## config.mk

```make
export PLATFORM = sky130hd
export DESIGN_NAME = bracket_stack_matcher
export DESIGN_NICKNAME = d
export VERILOG_FILES = /design/src/rtl/bsm_pkg.sv /design/src/rtl/bracket_stack_matcher.sv /design/src/rtl/bsm_stack_ram.sv
export SDC_FILE = /design/constraint.sdc
export NUM_CORES = 2
export LEC_CHECK = 0
export BUFFER_PORTS_ARGS = -buffer_cell sky130_fd_sc_hd__buf_2
export CORE_UTILIZATION = 31
export DETAILED_ROUTE_END_ITERATION = 10
export PLACE_DENSITY = 0.57
export SYNTH_ARGS = -nofsm -noshare
export SYNTH_HDL_FRONTEND = slang
export SYNTH_SLANG_ARGS = --single-unit
export TNS_END_PERCENT = 30
```

## constraint.sdc

```tcl
create_clock -name clk -period 7.9 [get_ports clk]
set_input_delay 1.58 -clock clk [delete_from_list [all_inputs] [get_ports clk]]
set_output_delay 1.58 -clock clk [all_outputs]
set_load 0.02 [all_outputs]
```

## src/rtl/bsm_pkg.sv

```systemverilog
package bsm_pkg;

    localparam int STACK_DEPTH = 64;
    localparam int ADDR_W      = (STACK_DEPTH > 1) ? $clog2(STACK_DEPTH) : 1;
    localparam int LEVEL_W     = $clog2(STACK_DEPTH + 1);

    localparam int SYMBOL_W  = 8;
    localparam int KIND_W    = 2;
    localparam int WEIGHT_W  = 16;
    localparam int RADIX_W   = 8;
    localparam int SCORE_W   = 64;
    localparam int NUM_KINDS = 4;

    localparam int CFG_INDEX_W = 3;
    localparam int CFG_DATA_W  = 16;

    localparam int OUT_BITS   = 1 + KIND_W + WEIGHT_W + SCORE_W + SCORE_W + 1;
    localparam int OUT_DATA_W = ((OUT_BITS + 7) / 8) * 8;

    localparam logic [CFG_INDEX_W-1:0] REG_WEIGHT_ROUND     = 3'd0;
    localparam logic [CFG_INDEX_W-1:0] REG_WEIGHT_SQUARE    = 3'd1;
    localparam logic [CFG_INDEX_W-1:0] REG_WEIGHT_CURLY     = 3'd2;
    localparam logic [CFG_INDEX_W-1:0] REG_WEIGHT_ANGLE     = 3'd3;
    localparam logic [CFG_INDEX_W-1:0] REG_COMPLETION_RADIX = 3'd4;

    localparam logic [WEIGHT_W-1:0] RST_WEIGHT_ROUND  = 16'd3;
    localparam logic [WEIGHT_W-1:0] RST_WEIGHT_SQUARE = 16'd57;
    localparam logic [WEIGHT_W-1:0] RST_WEIGHT_CURLY  = 16'd1197;
    localparam logic [WEIGHT_W-1:0] RST_WEIGHT_ANGLE  = 16'd25137;
    localparam logic [RADIX_W-1:0]  RST_RADIX         = 8'd5;

    localparam logic [KIND_W-1:0] KIND_ROUND  = 2'd0;
    localparam logic [KIND_W-1:0] KIND_SQUARE = 2'd1;
    localparam logic [KIND_W-1:0] KIND_CURLY  = 2'd2;
    localparam logic [KIND_W-1:0] KIND_ANGLE  = 2'd3;

    localparam logic [SYMBOL_W-1:0] CH_OPEN_ROUND   = 8'h28;
    localparam logic [SYMBOL_W-1:0] CH_CLOSE_ROUND  = 8'h29;
    localparam logic [SYMBOL_W-1:0] CH_OPEN_SQUARE  = 8'h5B;
    localparam logic [SYMBOL_W-1:0] CH_CLOSE_SQUARE = 8'h5D;
    localparam logic [SYMBOL_W-1:0] CH_OPEN_CURLY   = 8'h7B;
    localparam logic [SYMBOL_W-1:0] CH_CLOSE_CURLY  = 8'h7D;
    localparam logic [SYMBOL_W-1:0] CH_OPEN_ANGLE   = 8'h3C;
    localparam logic [SYMBOL_W-1:0] CH_CLOSE_ANGLE  = 8'h3E;

    typedef struct packed {
        logic              hit;
        logic [KIND_W-1:0] kind;
    } bsm_decode_t;

    typedef struct packed {
        logic              wr_en;
        logic [ADDR_W-1:0] wr_addr;
        logic [KIND_W-1:0] wr_data;
        logic              rd_en;
        logic [ADDR_W-1:0] rd_addr;
    } bsm_ram_req_t;

    function automatic bsm_decode_t open_decode(input logic [SYMBOL_W-1:0] sym);
        bsm_decode_t d;
        d.hit  = 1'b1;
        d.kind = KIND_ROUND;
        unique case (sym)
            CH_OPEN_ROUND:  d.kind = KIND_ROUND;
            CH_OPEN_SQUARE: d.kind = KIND_SQUARE;
            CH_OPEN_CURLY:  d.kind = KIND_CURLY;
            CH_OPEN_ANGLE:  d.kind = KIND_ANGLE;
            default:        d.hit  = 1'b0;
        endcase
        return d;
    endfunction

    function automatic bsm_decode_t close_decode(input logic [SYMBOL_W-1:0] sym);
        bsm_decode_t d;
        d.hit  = 1'b1;
        d.kind = KIND_ROUND;
        unique case (sym)
            CH_CLOSE_ROUND:  d.kind = KIND_ROUND;
            CH_CLOSE_SQUARE: d.kind = KIND_SQUARE;
            CH_CLOSE_CURLY:  d.kind = KIND_CURLY;
            CH_CLOSE_ANGLE:  d.kind = KIND_ANGLE;
            default:         d.hit  = 1'b0;
        endcase
        return d;
    endfunction

endpackage

```

## src/rtl/bracket_stack_matcher.sv

```systemverilog
// Symbol beats are taken back to back, one per cycle while s_tready is high, with push and pop
// on a two-port stack RAM. A line-end beat stalls input while the RAM is walked from the top,
// one entry per cycle through the radix multiplier; an empty or corrupt line skips the walk.
// The result beat is valid as input resumes and stays until taken; a line end waits for it.
// rst_n clears the stack level, line flags, error total and output valid at once and
// loads the default weights and radix; the stack RAM itself is not cleared.
module bracket_stack_matcher
    import bsm_pkg::*;
(
    input  logic                   clk,
    input  logic                   rst_n,
    input  logic                   s_tvalid,
    output logic                   s_tready,
    input  logic [SYMBOL_W-1:0]    s_tdata,   // [7:0] symbol
    input  logic                   s_tuser,   // [0] has_symbol
    input  logic                   s_tlast,   // line_end
    output logic                   m_tvalid,
    input  logic                   m_tready,
    // [0] line_corrupt, [2:1] bad_kind, [18:3] line_error_weight,
    // [82:19] completion_score, [146:83] total_error_score, [147] stack_overflowed
    output logic [OUT_DATA_W-1:0]  m_tdata,
    input  logic                   cfg_we,
    input  logic [CFG_INDEX_W-1:0] cfg_index,
    input  logic [CFG_DATA_W-1:0]  cfg_data
);

    localparam logic ST_IDLE = 1'b0;
    localparam logic ST_WALK = 1'b1;

    logic                  state_reg, state_next;
    logic [LEVEL_W-1:0]    level_reg, level_next;
    logic                  line_bad_reg, line_bad_next;
    logic [KIND_W-1:0]     bad_kind_reg, bad_kind_next;
    logic                  ovf_reg, ovf_next;
    logic [SCORE_W-1:0]    err_total_reg, err_total_next;
    logic [KIND_W-1:0]     top_kind_reg, top_kind_next;
    logic                  top_in_ram_reg, top_in_ram_next;
    logic [LEVEL_W-1:0]    walk_idx_reg, walk_idx_next;
    logic                  rd_pending_reg, rd_pending_next;
    logic                  out_valid_reg, out_valid_next;
    logic [WEIGHT_W-1:0]   weight_reg [NUM_KINDS];
    logic [RADIX_W-1:0]    radix_reg;
    logic [SCORE_W-1:0]    score_reg, score_next;
    logic [OUT_DATA_W-1:0] out_data_reg, out_data_next;

    bsm_decode_t           op_dec, cl_dec;
    bsm_ram_req_t          ram_req;
    logic [KIND_W-1:0]     ram_rd_data;
    logic [KIND_W-1:0]     top_kind;
    logic [LEVEL_W-1:0]    level_m2, walk_m1;
    logic                  in_fire, active, full;
    logic                  do_push, do_drop, do_pop, mismatch;
    logic                  walk_rd, walk_done, emit;

    bsm_stack_ram u_stack_ram (
        .clk     (clk),
        .req     (ram_req),
        .rd_data (ram_rd_data)
    );

    assign s_tready = (state_reg == ST_IDLE);
    assign in_fire  = s_tvalid && s_tready;
    assign op_dec   = open_decode(s_tdata);
    assign cl_dec   = close_decode(s_tdata);
    assign active   = in_fire && s_tuser && !line_bad_reg;
    assign full     = (level_reg == LEVEL_W'(STACK_DEPTH));
    assign top_kind = top_in_ram_reg ? ram_rd_data : top_kind_reg;

    assign do_push  = active && op_dec.hit && !full;
    assign do_drop  = active && op_dec.hit && full;
    assign mismatch = active && cl_dec.hit
                      && ((level_reg == '0) || (top_kind != cl_dec.kind));
    assign do_pop   = active && cl_dec.hit && !mismatch;

    assign walk_rd   = (state_reg == ST_WALK) && (walk_idx_reg != '0);
    assign walk_done = (state_reg == ST_WALK) && (walk_idx_reg == '0) && !rd_pending_reg;
    assign emit      = walk_done && (!out_valid_reg || m_tready);

    assign level_m2 = level_reg - LEVEL_W'(2);
    assign walk_m1  = walk_idx_reg - LEVEL_W'(1);

    always_comb
    begin
        ram_req.wr_en   = do_push;
        ram_req.wr_addr = level_reg[ADDR_W-1:0];
        ram_req.wr_data = op_dec.kind;
        ram_req.rd_en   = do_pop || walk_rd;
        ram_req.rd_addr = walk_rd ? walk_m1[ADDR_W-1:0] : level_m2[ADDR_W-1:0];
    end

    always_comb
    begin
        state_next      = state_reg;
        level_next      = level_reg;
        line_bad_next   = line_bad_reg;
        bad_kind_next   = bad_kind_reg;
        ovf_next        = ovf_reg;
        err_total_next  = err_total_reg;
        top_kind_next   = top_kind_reg;
        top_in_ram_next = top_in_ram_reg;
        walk_idx_next   = walk_idx_reg;
        rd_pending_next = 1'b0;
        out_valid_next  = out_valid_reg && !m_tready;
        score_next      = score_reg;
        out_data_next   = out_data_reg;

        if (do_push)
        begin
            level_next      = level_reg + LEVEL_W'(1);
            top_kind_next   = op_dec.kind;
            top_in_ram_next = 1'b0;
        end
        if (do_pop)
        begin
            level_next      = level_reg - LEVEL_W'(1);
            top_in_ram_next = 1'b1;
        end
        if (do_drop)
        begin
            ovf_next = 1'b1;
        end
        if (mismatch)
        begin
            line_bad_next  = 1'b1;
            bad_kind_next  = cl_dec.kind;
            err_total_next = err_total_reg + SCORE_W'(weight_reg[cl_dec.kind]);
        end
        if (in_fire && s_tlast)
        begin
            state_next    = ST_WALK;
            walk_idx_next = line_bad_next ? '0 : level_next;
            score_next    = '0;
        end

        // walk the stack top down, one entry per cycle
        if (walk_rd)
        begin
            walk_idx_next   = walk_m1;
            rd_pending_next = 1'b1;
        end
        if (rd_pending_reg)
        begin
            score_next = SCORE_W'(score_reg * SCORE_W'(radix_reg))
                         + SCORE_W'(ram_rd_data) + SCORE_W'(1);
        end

        if (emit)
        begin
            out_valid_next = 1'b1;
            out_data_next  = '0;
            out_data_next[0]     = line_bad_reg;
            out_data_next[2:1]   = line_bad_reg ? bad_kind_reg : KIND_ROUND;
            out_data_next[18:3]  = line_bad_reg ? weight_reg[bad_kind_reg] : '0;
            out_data_next[82:19] = line_bad_reg ? '0 : score_reg;
            out_data_next[146:83] = err_total_reg;
            out_data_next[147]   = ovf_reg;
            level_next    = '0;
            line_bad_next = 1'b0;
            bad_kind_next = KIND_ROUND;
            ovf_next      = 1'b0;
            state_next    = ST_IDLE;
        end
    end

    always_ff @(posedge clk or negedge rst_n)
    begin
        if (!rst_n)
        begin
            state_reg      <= ST_IDLE;
            level_reg      <= '0;
            line_bad_reg   <= 1'b0;
            bad_kind_reg   <= KIND_ROUND;
            ovf_reg        <= 1'b0;
            err_total_reg  <= '0;
            top_kind_reg   <= KIND_ROUND;
            top_in_ram_reg <= 1'b0;
            walk_idx_reg   <= '0;
            rd_pending_reg <= 1'b0;
            out_valid_reg  <= 1'b0;
        end
        else
        begin
            state_reg      <= state_next;
            level_reg      <= level_next;
            line_bad_reg   <= line_bad_next;
            bad_kind_reg   <= bad_kind_next;
            ovf_reg        <= ovf_next;
            err_total_reg  <= err_total_next;
            top_kind_reg   <= top_kind_next;
            top_in_ram_reg <= top_in_ram_next;
            walk_idx_reg   <= walk_idx_next;
            rd_pending_reg <= rd_pending_next;
            out_valid_reg  <= out_valid_next;
        end
    end

    always_ff @(posedge clk or negedge rst_n)
    begin
        if (!rst_n)
        begin
            weight_reg[KIND_ROUND]  <= RST_WEIGHT_ROUND;
            weight_reg[KIND_SQUARE] <= RST_WEIGHT_SQUARE;
            weight_reg[KIND_CURLY]  <= RST_WEIGHT_CURLY;
            weight_reg[KIND_ANGLE]  <= RST_WEIGHT_ANGLE;
            radix_reg               <= RST_RADIX;
        end
        else if (cfg_we)
        begin
            unique case (cfg_index)
                REG_WEIGHT_ROUND:     weight_reg[KIND_ROUND]  <= cfg_data;
                REG_WEIGHT_SQUARE:    weight_reg[KIND_SQUARE] <= cfg_data;
                REG_WEIGHT_CURLY:     weight_reg[KIND_CURLY]  <= cfg_data;
                REG_WEIGHT_ANGLE:     weight_reg[KIND_ANGLE]  <= cfg_data;
                REG_COMPLETION_RADIX: radix_reg <= cfg_data[RADIX_W-1:0];
                default:              ;
            endcase
        end
    end

    always_ff @(posedge clk)
    begin
        score_reg    <= score_next;
        out_data_reg <= out_data_next;
    end

    assign m_tvalid = out_valid_reg;
    assign m_tdata  = out_data_reg;

endmodule

```

## src/rtl/bsm_stack_ram.sv

```systemverilog
module bsm_stack_ram
    import bsm_pkg::*;
(
    input  logic              clk,
    input  bsm_ram_req_t      req,
    output logic [KIND_W-1:0] rd_data
);

    logic [KIND_W-1:0] mem [STACK_DEPTH];
    logic [KIND_W-1:0] rd_data_reg;

    always_ff @(posedge clk)
    begin
        if (req.wr_en)
        begin
            mem[req.wr_addr] <= req.wr_data;
        end
        if (req.rd_en)
        begin
            rd_data_reg <= mem[req.rd_addr];
        end
    end

    assign rd_data = rd_data_reg;

endmodule

```

Word level (Yosys, flattened, before mapping). Memories as Yosys holds them, arrays and structs flattened. A register that Yosys moved wholly into a read port is not among the register bits. Index checks and enable logic that the tools add are counted. W data, S select, Z words.

Output and inout bits: 154. Memories: 1. Register bits after elaboration: 372. Bits in writable memories: 128. Input port bits: 34. Logic and storage cells: 123.

$mul: 1. Mux-type cells: 34. Magnitude comparators: 2. Add/subtract/negate cells: 7. Bitwise operators: 3. Eq/ne operators: 14. Reductions and logical operators: 41.

Memory list: u_stack_ram.mem (depth 64, bits a word 2, rd ports 1, clocked after Yosys merged registers in 1, wr ports 1, RTL line bsm_stack_ram.sv:9) `logic [KIND_W-1:0] mem [STACK_DEPTH];`.

Operators with widths (count): $mux W64 (2); $add A64 B1 Y64 const B (1); $add A64 B16 Y64 (1); $add A64 B2 Y64 (1); $bmux W16 S2 (2); $mul A64 B8 Y64 (1); $mux W16 (4); $mux W7 (6); $eq A8 B6 Y1 const B (4); $eq A8 B7 Y1 const B (4); $logic_and A1 B1 Y1 (15); $logic_not A7 Y1 (2); $mux W1 (14); $sub A7 B1 Y7 const B (2); $pmux W2 S3 (2); $reduce_bool A2 Y1 (6); $reduce_and A2 Y1 (5); $reduce_or A4 Y1 (2); $add A7 B1 Y7 const B (1); $eq A7 B7 Y1 const B (1); $reduce_bool A7 Y1 (1); $eq A3 B2 Y1 const B (2); $ge A3 B3 Y1 const B (2); $logic_not A1 Y1 (6); other kinds (10) (15).

Logic depth before layout (Yosys ltp).
Depth in word-level cells: 12. Mapped depth: 21. Mapped depth without buffers: 19.

By module. Synthesis repeated with hierarchy kept, for this count alone.

Cell total of the unflattened synthesis: 3195. Area total of the unflattened synthesis: 36172.2 um^2.

Modules (own cells, without submodules): bracket_stack_matcher (sequential area each 10395.0 um^2, instances 1, cells each 2871, area each 30754.5 um^2); bsm_stack_ram (sequential area each 3903.7 um^2, instances 1, cells each 324, area each 5417.7 um^2).

Worst setup path before layout. Ideal clock, no wire load.

Path kind: input port to flip-flop. Start: in m_tready. End: reg out_data_reg[0] (netlist: m_tdata[0]) (enable). Arrival time: 6.453 ns. Path buffers: 1. Stages: 3. Library setup time: 0.571 ns. Setup slack: 0.876 ns. Cell sequence: inv_1 a2111oi_0 clkbuf_1.

Word-level cells in the longest chain between the ends: 2.

Ends and longest elaborated chain: start, declared (RTL line bracket_stack_matcher.sv:18) `input logic m_tready,`; $logic_or A1 B1 Y1 (RTL line bracket_stack_matcher.sv:77) `assign emit = walk_done && (!out_valid_reg || m_tready);`; $logic_and A1 B1 Y1 (RTL line bracket_stack_matcher.sv:77); net emit (RTL line bracket_stack_matcher.sv:53) `logic walk_rd, walk_done, emit;`; end signal, assigned (RTL line bracket_stack_matcher.sv:223) `out_data_reg <= out_data_next;`; end, declared (RTL line bracket_stack_matcher.sv:44) `logic [OUT_DATA_W-1:0] out_data_reg, out_data_next;`.

The timed path passes the listed nets, and every way through them passes these cells. A chain may end at the register's enable or synchronous reset.

Worst setup path after layout.
Start: reg radix_reg[2]. End: reg score_reg[58] (data pin).

Word-level cells in the longest chain between the ends: 4.

Ends and longest elaborated chain: start, declared (RTL line bracket_stack_matcher.sv:42) `logic [RADIX_W-1:0] radix_reg;`; start signal, assigned (RTL line bracket_stack_matcher.sv:214) `REG_COMPLETION_RADIX: radix_reg <= cfg_data[RADIX_W-1:0];`; $mul A64 B8 Y64 (RTL line bracket_stack_matcher.sv:143) `score_next = SCORE_W'(score_reg * SCORE_W'(radix_reg))`; $add A64 B2 Y64 (RTL line bracket_stack_matcher.sv:144) `+ SCORE_W'(ram_rd_data) + SCORE_W'(1);`; $add A64 B1 Y64 (RTL line bracket_stack_matcher.sv:144); $mux W64 (RTL line bracket_stack_matcher.sv:141) `if (rd_pending_reg)`; end signal, assigned (RTL line bracket_stack_matcher.sv:222) `score_reg <= score_next;`; end, declared (RTL line bracket_stack_matcher.sv:43) `logic [SCORE_W-1:0] score_reg, score_next;`.

No other way between the ends.

==> metrics.md <==
| Metric | Value |
|---|---|
| Slowest cell on crit path | `dfstp_2` |
| CTS Sinks | `502` |
| Routed len/inst | `18.9 µm` |
| Site row count | `127` |
| Worst-margin pin slew | `1160 ps` |
| DIE AREA | `122000 µm²` |
| Worst path cell trace | `nand2_1 > fa_1 > fa_1 > inv_1 > fa_1 > inv_1 > fa_1 > inv_1 > ha_1 > o2111a_1 > o21ai_0 > o31a_1 > o31a_1 > o21ai_0 > a221o_1 > nand2_1 > o311ai_0` |
| CP peak stage delay | `1200 ps` |
| Ys async rst share | `31.9%` |
| Slew margin rel. | `22.4%` |
| Cells after Synth | `3369` |
| Critical Path End Type | `register` |
| Htree depth | `2` |
| Latest clock arrival within the worst-skew pair | `700 ps` |
| Share of the synthesized area in the top cell type | `27.5%` |
| Total CTS buffers | `61` |
| DPL Wire Length | `68900 µm` |
| Post-synth EDFFs | `342` |
| Final WL | `97500 µm` |
| Largest net degree at the start of global routing | `99` |
| Vias/cell | `4.94` |
| MaxCap Viol Count | `0` |
| Most frequent cells in the layout | `461 x and2_1, 351 x fa_1, 342 x edfxtp_1` |
| Global-route wire length before repair | `156000 µm` |
| Critical path's most frequent cell | `fa_1` |
| Vias in the first global route | `26.7k` |
| Via Count | `25.5k` |
| PostCTS Resize Cnt | `0` |
| Status | `finished clean` |
| GP Congestion | `0.845` |
| Initial antenna violation count | `4` |
| Seq/Total Area, Yosys | `38.2%` |
| Initial Util | `31.2%` |
| Setup Viol. Count Final | `0` |
| Top FF cell, synth | `edfxtp_1` |
| Root Buffer | `clkbuf_16` |
| Port bufs | `183` |
| GRT Residual Overflow | `0` |
| TNS Setup | `0 ps` |
| Worst clock skew | `59.9 ps` |
| CORE AREA | `120000 µm²` |
| Critical setup path kind | `reg2reg` |
| CTS tree | `built` |
| Final slew viol count | `0` |
| Synth area leaders | `edfxtp_1 27%, fa_1 19%, dfrtp_1 9.4%` |
| Syn-to-layout area delta | `12.8%` |
| RSZ-0062 raised after global routing | `no` |
| GRT Util Overall | `16.2%` |
| I/O Pins | `188` |
| Crit path launch type | `register` |
| Area of the mapped netlist | `37400 µm²` |
| Register-to-Register Path Depth | `17` |
| Most common cell after layout, fill and taps aside | `and2_1` |
| TritonRoute pass-1 iters | `5` |
| Post-layout minimum cycle time | `6560 ps` |
| Area leader, netlist | `edfxtp_1` |
| F_max | `152 MHz` |
| Yosys cell types | `88` |
| Post-route ant nets | `0` |
| Largest register FFs | `148` |
| Crit path max fanout | `50` |
| DRC Markers | `0` |
| # nets final | `3983` |
| Hold path cells | `0` |
| Yosys warns | `0` |
| Yosys reg bits | `502` |
| WP data arrival | `7050 ps` |
| Period utilization | `83.0%` |
| DIE WIDTH | `349 µm` |
| Worst EP required | `8390 ps` |
| Maximum buffer depth of the clock tree | `3` |
| Layout cells sized above 1 | `13.5%` |
| Height of the die | `349 µm` |
| Min-delay worst type | `reg2reg` |
| Setup bufs post-CTS | `0` |
| Mean post-synth cell area | `11.1 µm²` |
| Iter 0 DRT Violations | `1859` |
| WHS | `454 ps` |
| Final Hold Viols | `0` |
| # hold bufs at CTS | `0` |
| Clk slew on worst S/H paths | `70 ps` |
[layer usage]
metal  GRT usage [%]  vias up  wire, µm
met1            22.9    13100     45800
met3            2.65      123      4940
met5               0        -         0
met2            25.4      544     44600
met4            4.47        0      2180
li1                -    11700         -
[critical path: cells and delay by family (launching register included)]
| family | cells | cell delay [ps] |
|---|---|---|
| DFF | 1 | 1200 |
| and+or+nand+nor | 2 | 260 |
| adders and majority gates | 5 | 2400 |
| AOI/OAI and AO/OA | 7 | 2360 |
| buffers and inverters | 3 | 150 |
[layout make-up]
type	instances	area [µm²]
fill	12000	77600
multi-input combinational	2386	21300
sequential	502	14300
tap	1612	2020
clock buffer	73	1580
inverter	325	1220
timing repair buffer	222	1210
clock inverter	43	479
antenna	2	5.00
[cell families after synthesis]
group / after synthesis / synth area share [%]
mux: 210 / 6.85
compound gates: 459 / 8.27
other cells: 1 / 0.0100
buf+inv: 484 / 4.97
simple gates: 1134 / 16.5
fa+ha+maj: 451 / 22.1
flops: 502 / 38.2
xor+xnor: 128 / 3.00
[path summary, 6_finish.rpt]
path                                           from                       endpoint  slack (ps)
max in group asynchronous                     rst_n       radix_reg[1]$_DFFE_PN0P_        5350
min in group asynchronous                     rst_n  err_total_reg[25]$_DFFE_PN0P_        1030
max reg2reg                radix_reg[2]$_DFFE_PN1P_    score_reg[58]$_SDFFCE_PN0P_        1340
min                             ovf_reg$_DFFE_PN0P_         m_tdata[147]$_DFFE_PP_         450
max                        radix_reg[2]$_DFFE_PN1P_    score_reg[58]$_SDFFCE_PN0P_        1340
min reg2reg                     ovf_reg$_DFFE_PN0P_         m_tdata[147]$_DFFE_PP_         450
[synth_stat cells (37+ instances only)]
cell	count
o22ai_1	41
and2_1	461
clkbuf_1	132
nor2b_1	83
o21ai_0	89
mux2_2	76
ha_1	100
mux2i_1	104
inv_1	325
xnor2_1	91
nand3_1	56
fa_1	351
xor2_1	37
nor2_1	131
edfxtp_1	342
dfrtp_1	140
a21oi_1	95
nand2_1	239
[metrics by stage]
| stage | instance area [µm²] | util [%] | setup slack [ps] | std cells |
|---|---|---|---|---|
| after floorplan | 37400 | - | 876 | 3372 |
| after global placement | 40100 | 33.5 | 1390 | 5047 |
| after detailed placement | 40100 | 33.5 | 1390 | 5047 |
| after CTS | 42200 | 35.2 | 1410 | 5163 |
| after global routing | 42200 | 35.2 | 850 | 5165 |
| final | 42200 | 35.2 | 1340 | 5165 |
Power is left out: the tool's default activity adds up to more than one toggle a clock period on the data nets, which glitch-free logic cannot reach.
